==> config.mk <==
export PLATFORM = sky130hd
export DESIGN_NAME = gamepad_axis_to_drive_command_top_flat
export DESIGN_NICKNAME = d
export VERILOG_FILES = /design/src/design/gadc_pkg.sv /design/src/design/gadc_evt_if.sv /design/src/design/gadc_cmd_if.sv /design/src/design/gamepad_axis_to_drive_command_top.sv /design/src/flat_wrapper.sv
export SDC_FILE = /design/constraint.sdc
export NUM_CORES = 1
export LEC_CHECK = 0
export CELL_PAD_IN_SITES_DETAIL_PLACEMENT = 2
export CELL_PAD_IN_SITES_GLOBAL_PLACEMENT = 2
export CORE_ASPECT_RATIO = 0.9
export CORE_MARGIN = 2
export CORE_UTILIZATION = 30
export CTS_BUF_LIST = sky130_fd_sc_hd__clkbuf_8
export CTS_CLUSTER_DIAMETER = 40
export DETAILED_ROUTE_END_ITERATION = 6
export DONT_BUFFER_PORTS = 1
export GPL_TIMING_DRIVEN = 0
export PLACE_DENSITY_LB_ADDON = 0.1
export SETUP_SLACK_MARGIN = 0.1
export SLEW_MARGIN = 20
export SYNTH_ARGS = -nofsm -noshare
export SYNTH_HDL_FRONTEND = slang
export SYNTH_SLANG_ARGS = --single-unit
==> constraint.sdc <==
create_clock -name clk -period 8.6 [get_ports clk]
set_input_delay 0.86 -clock clk [delete_from_list [all_inputs] [get_ports clk]]
set_output_delay 0.86 -clock clk [all_outputs]
set_load 0.05 [all_outputs]
==> src/design/gadc_pkg.sv <==
// gadc_pkg: shared types and constants of the gamepad axis to drive command block
// used by the channel interfaces and the top level; no dependencies

package gadc_pkg;

	// field widths
	localparam int CODE_W  = 6;
	localparam int VAL_W   = 16;
	localparam int DB_W    = 16;
	localparam int STEER_W = 16;
	localparam int PED_W   = 15;

	// fixed point format of the normalized value, 1.0 = 2^FRAC_BITS
	localparam int FRAC_BITS = 15;

	// |n| is at most 1.0
	localparam int MAG_W = FRAC_BITS + 1;
	// quotient register, holds up to 2.0 plus headroom
	localparam int QUO_W = FRAC_BITS + 2;
	// dividend 2*|num|*2^F + |span|, with |num| < 2^17 and |span| < 2^16
	localparam int DVD_W = FRAC_BITS + 19;
	// divisor 2*|span|
	localparam int DVS_W = 17;
	localparam int CNT_W = $clog2(DVD_W + 1);

	// configuration port
	localparam int CFG_IDX_W  = 3;
	localparam int CFG_DATA_W = 16;

	localparam logic [CFG_IDX_W-1:0] CFG_STEER_CODE = 3'd0;
	localparam logic [CFG_IDX_W-1:0] CFG_PEDAL_CODE = 3'd1;
	localparam logic [CFG_IDX_W-1:0] CFG_STEER_MIN  = 3'd2;
	localparam logic [CFG_IDX_W-1:0] CFG_STEER_MAX  = 3'd3;
	localparam logic [CFG_IDX_W-1:0] CFG_PEDAL_MIN  = 3'd4;
	localparam logic [CFG_IDX_W-1:0] CFG_PEDAL_MAX  = 3'd5;
	localparam logic [CFG_IDX_W-1:0] CFG_DEAD_BAND  = 3'd6;

	typedef logic [CODE_W-1:0]        code_t;
	typedef logic signed [VAL_W-1:0]  raw_t;
	typedef logic [DB_W-1:0]          band_t;
	typedef logic signed [STEER_W-1:0] steer_t;
	typedef logic [PED_W-1:0]         pedal_t;
	typedef logic [CFG_IDX_W-1:0]     cfg_idx_t;
	typedef logic [CFG_DATA_W-1:0]    cfg_data_t;

	// register reset values
	localparam code_t RST_STEER_CODE = 6'd0;
	localparam code_t RST_PEDAL_CODE = 6'd4;
	localparam raw_t  RST_AXIS_MIN   = -16'sd24576;
	localparam raw_t  RST_AXIS_MAX   = 16'sd24575;
	localparam band_t RST_DEAD_BAND  = 16'd0;

endpackage

==> src/design/gadc_evt_if.sv <==
// gadc_evt_if: valid/ready channel carrying one axis event
// depends on gadc_pkg for the field types

interface gadc_evt_if;
	logic             valid;
	logic             ready;
	gadc_pkg::code_t  ev_code;
	gadc_pkg::raw_t   axis_value;

	modport source (output valid, output ev_code, output axis_value, input ready);
	modport sink   (input valid, input ev_code, input axis_value, output ready);
endinterface

==> src/design/gadc_cmd_if.sv <==
// gadc_cmd_if: valid/ready channel carrying one drive command set
// depends on gadc_pkg for the field types

interface gadc_cmd_if;
	logic             valid;
	logic             ready;
	gadc_pkg::steer_t steer_cmd;
	gadc_pkg::pedal_t throttle_cmd;
	gadc_pkg::pedal_t brake_cmd;

	modport source (output valid, output steer_cmd, output throttle_cmd, output brake_cmd,
		input ready);
	modport sink   (input valid, input steer_cmd, input throttle_cmd, input brake_cmd,
		output ready);
endinterface

==> src/design/gamepad_axis_to_drive_command_top.sv <==
// gamepad_axis_to_drive_command_top: axis event to steering/throttle/brake command
// depends on gadc_pkg, gadc_evt_if and gadc_cmd_if
//
// Usage
//   evt: one axis event per transfer (ev_code, axis_value). Events whose code
//     matches neither the steering nor the pedal code are taken and dropped.
//   cmd: one transfer per matching event, carrying the whole held command set.
//   cfg: write cfg_data into register cfg_idx when cfg_we is high; only while idle.
// Timing
//   The raw value is normalized by a restoring divider that produces one quotient
//   bit per cycle over all DVD_W dividend bits (FRAC_BITS = 15, Q1.15). A steering
//   event then takes a normalize step and the square and cube on a shared
//   multiplier; a pedal event skips the multiplier. One event is in work at a
//   time, so the next event is taken only once the last one has written its
//   command.
// Stalls
//   The held command registers drive cmd directly. A finished result waits in
//   them while cmd is stalled; the next event is accepted and computed meanwhile
//   and only its final write waits for the transfer.
// Reset
//   arst_n clears the held commands to zero, drops cmd.valid and loads the
//   register defaults; evt.ready is high right after reset.

module gamepad_axis_to_drive_command_top (
	input  logic                 clk,
	input  logic                 arst_n,
	input  logic                 cfg_we,
	input  gadc_pkg::cfg_idx_t   cfg_idx,
	input  gadc_pkg::cfg_data_t  cfg_data,
	gadc_evt_if.sink             evt,
	gadc_cmd_if.source           cmd
);
	import gadc_pkg::*;

	localparam logic [2:0] S_IDLE = 3'd0;
	localparam logic [2:0] S_DIV  = 3'd1;
	localparam logic [2:0] S_NORM = 3'd2;
	localparam logic [2:0] S_SQ   = 3'd3;
	localparam logic [2:0] S_CUBE = 3'd4;
	localparam logic [2:0] S_DONE = 3'd5;

	localparam logic [QUO_W-1:0] ONE_Q  = QUO_W'(1) << FRAC_BITS;
	localparam logic [QUO_W-1:0] TWO_Q  = QUO_W'(2) << FRAC_BITS;
	localparam logic [MAG_W-1:0] ONE_M  = MAG_W'(1) << FRAC_BITS;
	localparam int               PROD_W = 2 * MAG_W;
	localparam logic [PROD_W-1:0] HALF_P = PROD_W'(1) << (FRAC_BITS - 1);
	localparam int CMP_W = (MAG_W > DB_W) ? MAG_W : DB_W;
	localparam int SAT_W = (MAG_W > PED_W + 1) ? MAG_W : PED_W + 1;
	localparam int ST_W  = (MAG_W > STEER_W + 1) ? MAG_W : STEER_W + 1;
	localparam logic [SAT_W-1:0] PED_CAP = SAT_W'((1 << PED_W) - 1);
	localparam logic [ST_W-1:0]  POS_CAP = ST_W'((1 << (STEER_W - 1)) - 1);
	localparam logic [ST_W-1:0]  NEG_CAP = ST_W'(1 << (STEER_W - 1));

	// configuration registers
	code_t steer_code_q, pedal_code_q;
	raw_t  steer_min_q, steer_max_q, pedal_min_q, pedal_max_q;
	band_t dead_band_q;

	// control state
	logic [2:0]       state_q;
	logic [CNT_W-1:0] cnt_q;
	logic             is_steer_q;
	logic             zero_q;
	logic             neg_q;
	logic             ovf_q;
	logic             cmd_valid_q;

	// datapath registers
	logic [DVD_W-1:0] dvd_q;
	logic [DVS_W-1:0] dvs_q;
	logic [DVS_W-1:0] rem_q;
	logic [QUO_W-1:0] quo_q;
	logic [MAG_W-1:0] mag_q;
	logic             sgn_q;
	logic [MAG_W-1:0] pow_q;
	steer_t           held_steer_q;
	pedal_t           held_throttle_q;
	pedal_t           held_brake_q;

	// configuration writes
	always_ff @(posedge clk or negedge arst_n) begin
		if (!arst_n) begin
			steer_code_q <= RST_STEER_CODE;
			pedal_code_q <= RST_PEDAL_CODE;
			steer_min_q  <= RST_AXIS_MIN;
			steer_max_q  <= RST_AXIS_MAX;
			pedal_min_q  <= RST_AXIS_MIN;
			pedal_max_q  <= RST_AXIS_MAX;
			dead_band_q  <= RST_DEAD_BAND;
		end else if (cfg_we) begin
			case (cfg_idx)
				CFG_STEER_CODE: steer_code_q <= cfg_data[CODE_W-1:0];
				CFG_PEDAL_CODE: pedal_code_q <= cfg_data[CODE_W-1:0];
				CFG_STEER_MIN:  steer_min_q  <= raw_t'(cfg_data);
				CFG_STEER_MAX:  steer_max_q  <= raw_t'(cfg_data);
				CFG_PEDAL_MIN:  pedal_min_q  <= raw_t'(cfg_data);
				CFG_PEDAL_MAX:  pedal_max_q  <= raw_t'(cfg_data);
				CFG_DEAD_BAND:  dead_band_q  <= band_t'(cfg_data);
				default: ;
			endcase
		end
	end

	// event decode and divider operands
	logic                  evt_acc, cmd_acc;
	logic                  hit_steer, hit_pedal;
	raw_t                  lo_sel, hi_sel;
	logic signed [16:0]    lo_x, hi_x, val_x, diff, span;
	logic signed [17:0]    num;
	logic [17:0]           num_neg;
	logic [16:0]           span_neg;
	logic [16:0]           num_mag;
	logic [15:0]           span_mag;
	logic [DVD_W-1:0]      dvd_init;

	assign evt.ready = (state_q == S_IDLE);
	assign evt_acc   = evt.valid && evt.ready;
	assign cmd_acc   = cmd_valid_q && cmd.ready;

	assign hit_steer = (evt.ev_code == steer_code_q);
	assign hit_pedal = !hit_steer && (evt.ev_code == pedal_code_q);
	assign lo_sel    = hit_steer ? steer_min_q : pedal_min_q;
	assign hi_sel    = hit_steer ? steer_max_q : pedal_max_q;
	assign lo_x      = 17'(lo_sel);
	assign hi_x      = 17'(hi_sel);
	assign val_x     = 17'(evt.axis_value);
	assign diff      = val_x - lo_x;
	assign span      = hi_x - lo_x;
	assign num       = {diff, 1'b0};
	assign num_neg   = 18'(-num);
	assign span_neg  = 17'(-span);
	assign num_mag   = num[17] ? num_neg[16:0] : num[16:0];
	assign span_mag  = span[16] ? span_neg[15:0] : span[15:0];
	assign dvd_init  = (DVD_W'(num_mag) << (FRAC_BITS + 1)) + DVD_W'(span_mag);

	// one restoring division step
	logic [DVS_W:0]   rem_sh;
	logic [DVS_W:0]   rem_sub;
	logic             quo_bit;

	assign rem_sh  = {rem_q, dvd_q[DVD_W-1]};
	assign quo_bit = (rem_sh >= {1'b0, dvs_q});
	assign rem_sub = rem_sh - {1'b0, dvs_q};

	// normalize: n = q - 1.0, clamped, then deadzone
	logic [QUO_W-1:0] q_lo, q_hi;
	logic [MAG_W-1:0] nrm_mag;
	logic             nrm_sgn;

	assign q_lo = ONE_Q - quo_q;
	assign q_hi = quo_q - ONE_Q;

	always_comb begin
		if (zero_q) begin
			nrm_mag = '0;
			nrm_sgn = 1'b0;
		end else if (neg_q) begin
			nrm_mag = ONE_M;
			nrm_sgn = 1'b1;
		end else if (ovf_q || (quo_q >= TWO_Q)) begin
			nrm_mag = ONE_M;
			nrm_sgn = 1'b0;
		end else if (quo_q < ONE_Q) begin
			nrm_mag = q_lo[MAG_W-1:0];
			nrm_sgn = 1'b1;
		end else begin
			nrm_mag = q_hi[MAG_W-1:0];
			nrm_sgn = 1'b0;
		end
		if (CMP_W'(nrm_mag) < CMP_W'(dead_band_q)) begin
			nrm_mag = '0;
			nrm_sgn = 1'b0;
		end
	end

	// shared multiplier for |n|^2 and |n|^3, rounded back to the fixed-point format
	logic [MAG_W-1:0]  mul_a;
	logic [PROD_W-1:0] prod;
	logic [PROD_W-1:0] prod_rnd;

	assign mul_a    = (state_q == S_SQ) ? mag_q : pow_q;
	assign prod     = PROD_W'(mul_a) * PROD_W'(mag_q);
	assign prod_rnd = (prod + HALF_P) >> FRAC_BITS;

	// saturate to the output fields
	logic [ST_W-1:0]    pow_x;
	logic [SAT_W-1:0]   mag_x;
	logic [STEER_W-1:0] pow_t, pow_neg;
	steer_t             steer_next;
	pedal_t             ped_sat;

	assign pow_x   = ST_W'(pow_q);
	assign mag_x   = SAT_W'(mag_q);
	assign pow_t   = pow_x[STEER_W-1:0];
	assign pow_neg = STEER_W'(~pow_t + 1'b1);
	assign ped_sat = (mag_x > PED_CAP) ? PED_CAP[PED_W-1:0] : mag_x[PED_W-1:0];

	always_comb begin
		if (sgn_q) begin
			steer_next = (pow_x > NEG_CAP) ? steer_t'(NEG_CAP[STEER_W-1:0]) : steer_t'(pow_neg);
		end else begin
			steer_next = (pow_x > POS_CAP) ? steer_t'(POS_CAP[STEER_W-1:0]) : steer_t'(pow_t);
		end
	end

	logic out_free;
	assign out_free = !cmd_valid_q || cmd.ready;

	// sequencer
	always_ff @(posedge clk or negedge arst_n) begin
		if (!arst_n) begin
			state_q    <= S_IDLE;
			cnt_q      <= '0;
			is_steer_q <= 1'b0;
			zero_q     <= 1'b0;
			neg_q      <= 1'b0;
			ovf_q      <= 1'b0;
		end else begin
			case (state_q)
				S_IDLE: begin
					if (evt_acc && (hit_steer || hit_pedal)) begin
						state_q    <= S_DIV;
						cnt_q      <= CNT_W'(DVD_W);
						is_steer_q <= hit_steer;
						zero_q     <= (span == '0);
						neg_q      <= num[17] ^ span[16];
						ovf_q      <= 1'b0;
					end
				end
				S_DIV: begin
					ovf_q <= ovf_q | quo_q[QUO_W-1];
					cnt_q <= cnt_q - 1'b1;
					if (cnt_q == CNT_W'(1)) begin
						state_q <= S_NORM;
					end
				end
				S_NORM: begin
					state_q <= is_steer_q ? S_SQ : S_DONE;
				end
				S_SQ: begin
					state_q <= S_CUBE;
				end
				S_CUBE: begin
					state_q <= S_DONE;
				end
				S_DONE: begin
					if (out_free) begin
						state_q <= S_IDLE;
					end
				end
				default: begin
					state_q <= S_IDLE;
				end
			endcase
		end
	end

	// divider and multiplier datapath
	always_ff @(posedge clk) begin
		case (state_q)
			S_IDLE: begin
				dvd_q <= dvd_init;
				dvs_q <= {span_mag, 1'b0};
				rem_q <= '0;
				quo_q <= '0;
			end
			S_DIV: begin
				dvd_q <= dvd_q << 1;
				rem_q <= quo_bit ? rem_sub[DVS_W-1:0] : rem_sh[DVS_W-1:0];
				quo_q <= {quo_q[QUO_W-2:0], quo_bit};
			end
			S_NORM: begin
				mag_q <= nrm_mag;
				sgn_q <= nrm_sgn;
			end
			S_SQ, S_CUBE: begin
				pow_q <= prod_rnd[MAG_W-1:0];
			end
			default: ;
		endcase
	end

	// held commands double as the output register
	always_ff @(posedge clk or negedge arst_n) begin
		if (!arst_n) begin
			held_steer_q    <= '0;
			held_throttle_q <= '0;
			held_brake_q    <= '0;
			cmd_valid_q     <= 1'b0;
		end else begin
			if (state_q == S_DONE && out_free) begin
				cmd_valid_q <= 1'b1;
				if (is_steer_q) begin
					held_steer_q <= steer_next;
				end else begin
					held_throttle_q <= sgn_q ? ped_sat : '0;
					held_brake_q    <= sgn_q ? '0 : ped_sat;
				end
			end else if (cmd_acc) begin
				cmd_valid_q <= 1'b0;
			end
		end
	end

	assign cmd.valid        = cmd_valid_q;
	assign cmd.steer_cmd    = held_steer_q;
	assign cmd.throttle_cmd = held_throttle_q;
	assign cmd.brake_cmd    = held_brake_q;

`ifndef SYNTHESIS
	// a stalled result keeps its payload
	a_hold_on_stall: assert property (@(posedge clk) disable iff (!arst_n)
		cmd_valid_q && !cmd.ready |=> $stable(held_steer_q) && $stable(held_throttle_q)
			&& $stable(held_brake_q))
		else $error("held command changed while the output was stalled");

	// the divider always hands over to normalization after its last step
	a_div_end: assert property (@(posedge clk) disable iff (!arst_n)
		state_q == S_DIV && cnt_q == CNT_W'(1) |=> state_q == S_NORM)
		else $error("divider did not finish on its last step");

	// only steering events use the multiplier
	a_mul_steer: assert property (@(posedge clk) disable iff (!arst_n)
		(state_q == S_SQ || state_q == S_CUBE) |-> is_steer_q)
		else $error("pedal event entered the cube stage");

	// normalized magnitude never exceeds one
	a_mag_range: assert property (@(posedge clk) disable iff (!arst_n)
		state_q == S_SQ |-> mag_q <= ONE_M)
		else $error("normalized magnitude above one");

	// throttle and brake are never applied together
	a_pedal_excl: assert property (@(posedge clk) disable iff (!arst_n)
		!(held_throttle_q != '0 && held_brake_q != '0))
		else $error("throttle and brake both nonzero");
`endif

endmodule

==> src/flat_wrapper.sv <==
// flat-port wrapper written by rule: the top's interface ports become plain ports
module gamepad_axis_to_drive_command_top_flat import gadc_pkg::*;
  (clk, arst_n, cfg_we, cfg_idx, cfg_data, evt_valid, evt_ev_code, evt_axis_value, evt_ready, cmd_valid, cmd_steer_cmd, cmd_throttle_cmd, cmd_brake_cmd, cmd_ready);
  gadc_evt_if evt_i ();
  gadc_cmd_if cmd_i ();
  input  logic clk;
  input  logic arst_n;
  input  logic cfg_we;
  input  gadc_pkg::cfg_idx_t cfg_idx;
  input  gadc_pkg::cfg_data_t cfg_data;
  input wire logic [$bits(evt_i.valid)-1:0] evt_valid;
  input wire logic [$bits(evt_i.ev_code)-1:0] evt_ev_code;
  input wire logic [$bits(evt_i.axis_value)-1:0] evt_axis_value;
  output wire logic [$bits(evt_i.ready)-1:0] evt_ready;
  output wire logic [$bits(cmd_i.valid)-1:0] cmd_valid;
  output wire logic [$bits(cmd_i.steer_cmd)-1:0] cmd_steer_cmd;
  output wire logic [$bits(cmd_i.throttle_cmd)-1:0] cmd_throttle_cmd;
  output wire logic [$bits(cmd_i.brake_cmd)-1:0] cmd_brake_cmd;
  input wire logic [$bits(cmd_i.ready)-1:0] cmd_ready;
  assign evt_i.valid = evt_valid;
  assign evt_i.ev_code = evt_ev_code;
  assign evt_i.axis_value = evt_axis_value;
  assign evt_ready = evt_i.ready;
  assign cmd_valid = cmd_i.valid;
  assign cmd_steer_cmd = cmd_i.steer_cmd;
  assign cmd_throttle_cmd = cmd_i.throttle_cmd;
  assign cmd_brake_cmd = cmd_i.brake_cmd;
  assign cmd_i.ready = cmd_ready;
  gamepad_axis_to_drive_command_top u_core (.clk(clk), .arst_n(arst_n), .cfg_we(cfg_we), .cfg_idx(cfg_idx), .cfg_data(cfg_data), .evt(evt_i), .cmd(cmd_i));
endmodule
After elaboration in Yosys (flattened, before gate mapping)
Cells that the tools add are included.
Storage, ports and cells
  bits of input ports: 46
  flip-flop bits (word level): 269
  output and inout port bits: 48
  logic and storage cells: 126
Cells by class
  $lt $le $gt $ge: 7
  reductions and logical operators: 29
  multipliers: 1
  $add $sub $neg: 11
  muxes and demuxes: 33
  bitwise operators: 4
  eq/ne operators: 17
Operators by type and width (count)
  $mux 16: 11
  $pmux 17 s2: 2
  $pmux 34 s2: 1
  $mux 15: 3
  $add 33x16->34: 1
  $mux 17: 2
  $sub 16x16->17: 2
  $gt 16x15->1 const B: 2
  $add 31x15->31 const B: 1
  $mul 16x16->31: 1
  $reduce_and 2->1: 11
  $ge 18x17->1: 1
  $pmux 3 s6: 1
  $ge 17x17->1 const B: 1
  $logic_not 17->1: 1
  $lt 17x16->1 const B: 1
  $neg 17->17: 1
  $sub 17x17->17: 1
  $add 16x1->16 const B: 1
  $gt 16x16->1 const B: 1
  $lt 16x16->1: 1
  $neg 16->16: 1
  $not 16->16: 1
  $sub 16x16->16 const A: 1
  24 further kinds: 52

Longest topological paths before layout
  word-level depth: 7
  gate-level depth with buffers: 29
  gate-level depth less buffers: 26

Worst setup path after synthesis
Ideal clock, no wire load.
  path type: register to register
  start: register u_core.state_q[1]
  end: register u_core.pow_q[10] (data pin)
  stages on the path, launching flop included: 26
  arrival time: 6714 ps
  setup time: 262 ps
  clock period less this slack: 6976 ps
  path slack: 1624 ps
  data required time: 8338 ps
  buffers on the path: 3
  path through: dfrtp_1 > clkbuf_1 > nand2b_1 > nor2_1 > clkbuf_1 > nand2_1 > o21ai_0 > clkbuf_1 > nand2_1 > fa_1 > fa_1 > inv_1 > fa_1 > fa_1 > fa_1 > fa_1 > ha_1 > a21o_1 > a21o_1 > nand4_1 > nand3_1 > a32o_1 > a311o_1 > a21oi_1 > o21bai_1 > xor2_1
On the way
  longest elaborated chain between the ends: 4
RTL lines
  start, declared: line gamepad_axis_to_drive_command_top.sv:60  | logic [2:0] state_q;
  start signal, assigned: line gamepad_axis_to_drive_command_top.sv:238  | state_q <= is_steer_q ? S_SQ : S_DONE;
  $eq 3x2->1: line gamepad_axis_to_drive_command_top.sv:181  | assign mul_a = (state_q == S_SQ) ? mag_q : pow_q;
  $mux 16: line gamepad_axis_to_drive_command_top.sv:181
  $mul 16x16->31: line gamepad_axis_to_drive_command_top.sv:182  | assign prod = PROD_W'(mul_a) * PROD_W'(mag_q);
  $add 31x15->31: line gamepad_axis_to_drive_command_top.sv:183  | assign prod_rnd = (prod + HALF_P) >> FRAC_BITS;
  net u_core.prod_rnd[10]: line gamepad_axis_to_drive_command_top.sv:179  | logic [PROD_W-1:0] prod_rnd;
  end signal, assigned: line gamepad_axis_to_drive_command_top.sv:277  | pow_q <= prod_rnd[MAG_W-1:0];
  end, declared: line gamepad_axis_to_drive_command_top.sv:75  | logic [MAG_W-1:0] pow_q;
The timed path passes the listed nets, and every way through them passes these cells.
A chain may end at the register's enable or synchronous reset.

Final worst setup path
  start: register u_core.state_q[2]
  end: register u_core.pow_q[10] (data pin)
The elaborated chain is that of the path after synthesis.

==> flow_summary.toml <==
[logic_synthesis]
synth_area_leaders = "fa_1 (17%), edfxtp_1 (15%), dfrtp_1 (13%)"
ys_warn_count = 0
async_flop_share = 0.565
synth_cell_types = 81
synth_top_cell_area_share = 0.168
syn_nets = 2767
synth-seq-cells = 269
synth-edff-count = 117
syn_area_per_cell_um2 = 9.93
synth.largest_area_cell = "fa_1"
synth_area_um2 = 23300
yosysSeqAreaShare = 0.316
ys.flop_type = "dfrtp_1"
synthCells = 2349

[die]
dieWidth_um = 298
core-area_um2 = 76600
die_h_um = 269
start_util = 0.304
rows = 96
dieArea_um2 = 80000
ioPinCount = 94

[clocking]
clk_pin_slew_ps = 60
cts.sinks = 269
clk_path_buf_depth = 3
clk_latency_ps = 680
h-tree-depth = 2
post-cts-setup-buffers = 0
cts_root_buf = "clkbuf_8"
cts_buffers = 57
cts_tree = "done"

[timing]
min_period_ps = 8140
hold_slack_ps = 83.9
setup_viol = 0
slew_headroom = 0.263
rsz0062_at_grt = "no"
max_slew.worst_pin.slew_ps = 1110
max_clock_freq_mhz = 123
post-route-period-util = 0.946
skew_ps = 69.6
tns_ps = 0
hold_violations = 0
slew_violations = 0

[power_and_ir_drop]
internal_power_mw = 5.84
ir_drop_mv = 0.967
p_sw_frac = 0.499
seq_power_share = 0.214
clkPwrFrac = 0.130
power.density_nw_per_um2 = 448
comb_power_share = 0.656
p_sw_mw = 5.82
power.leakage_nw = 11.7
p_total_mw = 11.7

[final_layout]
design_area_um2 = 26000
fin_util = 0.340
syn_to_final_growth_pct = 11.6
nNetsFinal = 2833
drive_above_1_share = 0.123

[placement]
gp_congestion = 0.790
dp_hpwl_mm = 61.6
placed_area_um2 = 24700
io_buffer_count = 0

[setup_path]
required_ps = 8960
worstSetupStartpointType = "register"
slowest_delay_ps = 580
cp_top_family = "adder cells"
arrival_ps = 8500
crit_path_max_fanout = 10
crit_path_end_kind = "register"
slowest_stage = "o21ai_0"
worst_path_most_repeated_cell = "fa_1"
critPathKind = "register to register"
path_cells = "clkbuf_1 -> nand2b_1 -> nor2_2 -> clkbuf_2 -> o21ai_0 -> clkbuf_2 -> nand2_1 -> fa_1 -> fa_1 -> inv_1 -> fa_1 -> fa_1 -> fa_1 -> fa_1 -> ha_1 -> a21o_1 -> a21o_1 -> nand4_1 -> nand3_1 -> a32o_1 -> a311o_1 -> a21oi_1 -> o21bai_1 -> xor2_1"
path_buf_inv = 4

[grt]
antenna_found_initial = 2
grtUsageTotal = 0.195
grt_pass1_wl_mm = 121
grt_remaining_overflow = 0
grt_pass1_vias = 19820
grt_max_degree = 143

[worst_hold_path]
hold_class = "input pin to async pin"

[run_status]
outcome = "finished clean"

[route]
drtIter0Drc = 561
dr.pass1.iters = 5
drc = 0
antenna_left = 0
wl_per_cell_um = 22.0
viasPerCell = 4.96
wl_mm = 76.9
routed-via-count = 17315

[flow_run]
drv_cap = 0
-- synthesized netlist by cell type (all sizes together), types with 9 or more instances --
library cell,number
a211oi,9
a21o,21
a21oi,81
a31oi,14
and2,119
and3,26
clkbuf,93
dfrtp,119
dfstp,33
edfxtp,117
fa,196
ha,176
inv,291
mux2,125
mux2i,31
nand2,263
nand2b,11
nand3,20
nand4,11
nor2,151
nor2b,15
nor3,49
o211ai,11
o21a,23
o21ai,74
o31ai,39
or3,16
xnor2,69
xor2,33
-- repair_timing --
item,CTS,global route
endpoints found under the setup margin,11,6
hold buffers,1,0
cloned,0,0
gates resized for setup,15,11
pin swaps,0,0
endpoints found under the hold margin,142,0
-- sequential cells by signal (all words and copies together) (netlist names), 16 cells and up --
| name | cells |
|---|---|
| u_core.dvd_q | 34 |
| u_core.mag_q | 16 |
| u_core.dvs_q | 16 |
| u_core.rem_q | 17 |
| u_core.pedal_max_q | 16 |
| u_core.steer_min_q | 16 |
| u_core.dead_band_q | 16 |
| u_core.cmd.steer_cmd | 16 |
| u_core.steer_max_q | 16 |
| u_core.pedal_min_q | 16 |
| u_core.pow_q | 16 |
| u_core.quo_q | 17 |
-- logic make-up (layout without fill, tap and decap cells) --
kind of cell / after synthesis / after routing / synth area share
buf+inv: 393 / 508 / 0.0638
fa+ha+maj: 372 / 372 / 0.263
compound gates: 337 / 337 / 0.0983
simple gates: 720 / 720 / 0.148
xor+xnor: 102 / 102 / 0.0383
mux: 156 / 156 / 0.0737
flops: 269 / 269 / 0.316
other cells: 0 / 1 / 0
-- worst register-to-register path, cell delays in order (launching register included) --
cell and delay, ps:
dfrtp_1 320, clkbuf_1 320, nand2b_1 250, nor2_2 110
clkbuf_2 220, o21ai_0 580, clkbuf_2 410, nand2_1 140
fa_1 530, fa_1 540, inv_1 50, fa_1 520
fa_1 540, fa_1 540, fa_1 500, ha_1 350
a21o_1 200, a21o_1 190, nand4_1 90, nand3_1 90
a32o_1 370, a311o_1 450, a21oi_1 250, o21bai_1 120
xor2_1 150
-- worst paths after layout --
kind                                       start                    endpoint  slack [ps]  cells past startpoint
min in group clk                     cfg_data[6]       u_core.pedal_min_q[6]         330                      1
max in group asynchronous                 arst_n  u_core.cmd.throttle_cmd[7]        7820                      1
hold reg to reg            u_core.steer_min_q[8]       u_core.steer_min_q[8]         510                      1
hold / removal                            arst_n       u_core.pedal_max_q[8]          80                      0
setup reg to reg               u_core.state_q[2]            u_core.pow_q[10]         460                     24
setup / recovery               u_core.state_q[2]            u_core.pow_q[10]         460                     24
-- cell type report --
type | instances | area, um^2
diodes | 1 | 2.50
clock inverters | 48 | 438
inverters | 292 | 1100
clock buffers | 60 | 826
well taps | 1029 | 1290
plain buffers | 101 | 419
fillers | 8479 | 50600
flip-flops and latches | 269 | 7360
multi-input cells | 1687 | 14500
repair buffers | 7 | 88.8
-- layout by cell type, fill, tap and decap left out, drive strengths merged, types with 9 or more instances in the layout --
cell type and count:
a211oi 9, a21o 21, a21oi 81, a31oi 14, and2 119, and3 26
buf 17, clkbuf 151, clkinv 18, dfrtp 119, dfstp 33, edfxtp 117
fa 196, ha 176, inv 308, mux2 125, mux2i 31, nand2 263
nand2b 11, nand3 20, nand4 11, nor2 151, nor2b 15, nor3 49
o211ai 11, o21a 23, o21ai 74, o31ai 39, or3 16, xnor2 69
xor2 33
-- through the flow --
step / instances / setup WS [ps]
2_1_floorplan: 2349 / 1620
3_3_place_gp: 3378 / -99.5
3_5_place_dp: 3384 / -279
4_1_cts: 3493 / 123
5_1_grt: 3494 / 104
6_report: 3494 / 464
-- power by group through the flow --
stage | logic (mW) | registers, mW | clock network, mW
6_report | 7.64 | 2.49 | 1.52
5_1_grt | 8.65 | 2.53 | 1.63
4_1_cts | 7.85 | 2.50 | 1.57
3_5_place_dp | 7.74 | 2.52 | 0
3_3_place_gp | 7.49 | 2.51 | 0
2_1_floorplan | 5.19 | 2.42 | 0
-- routing by layer --
metal,up-vias,track usage,part of all wire
li1,8035,-,-
met1,8993,0.245,0.45
met2,195,0.354,0.51
met3,92,0.0246,0.025
met4,0,0.0481,0.023
met5,-,0,0
No activity file was read; power rests on OpenSTA's default activity.
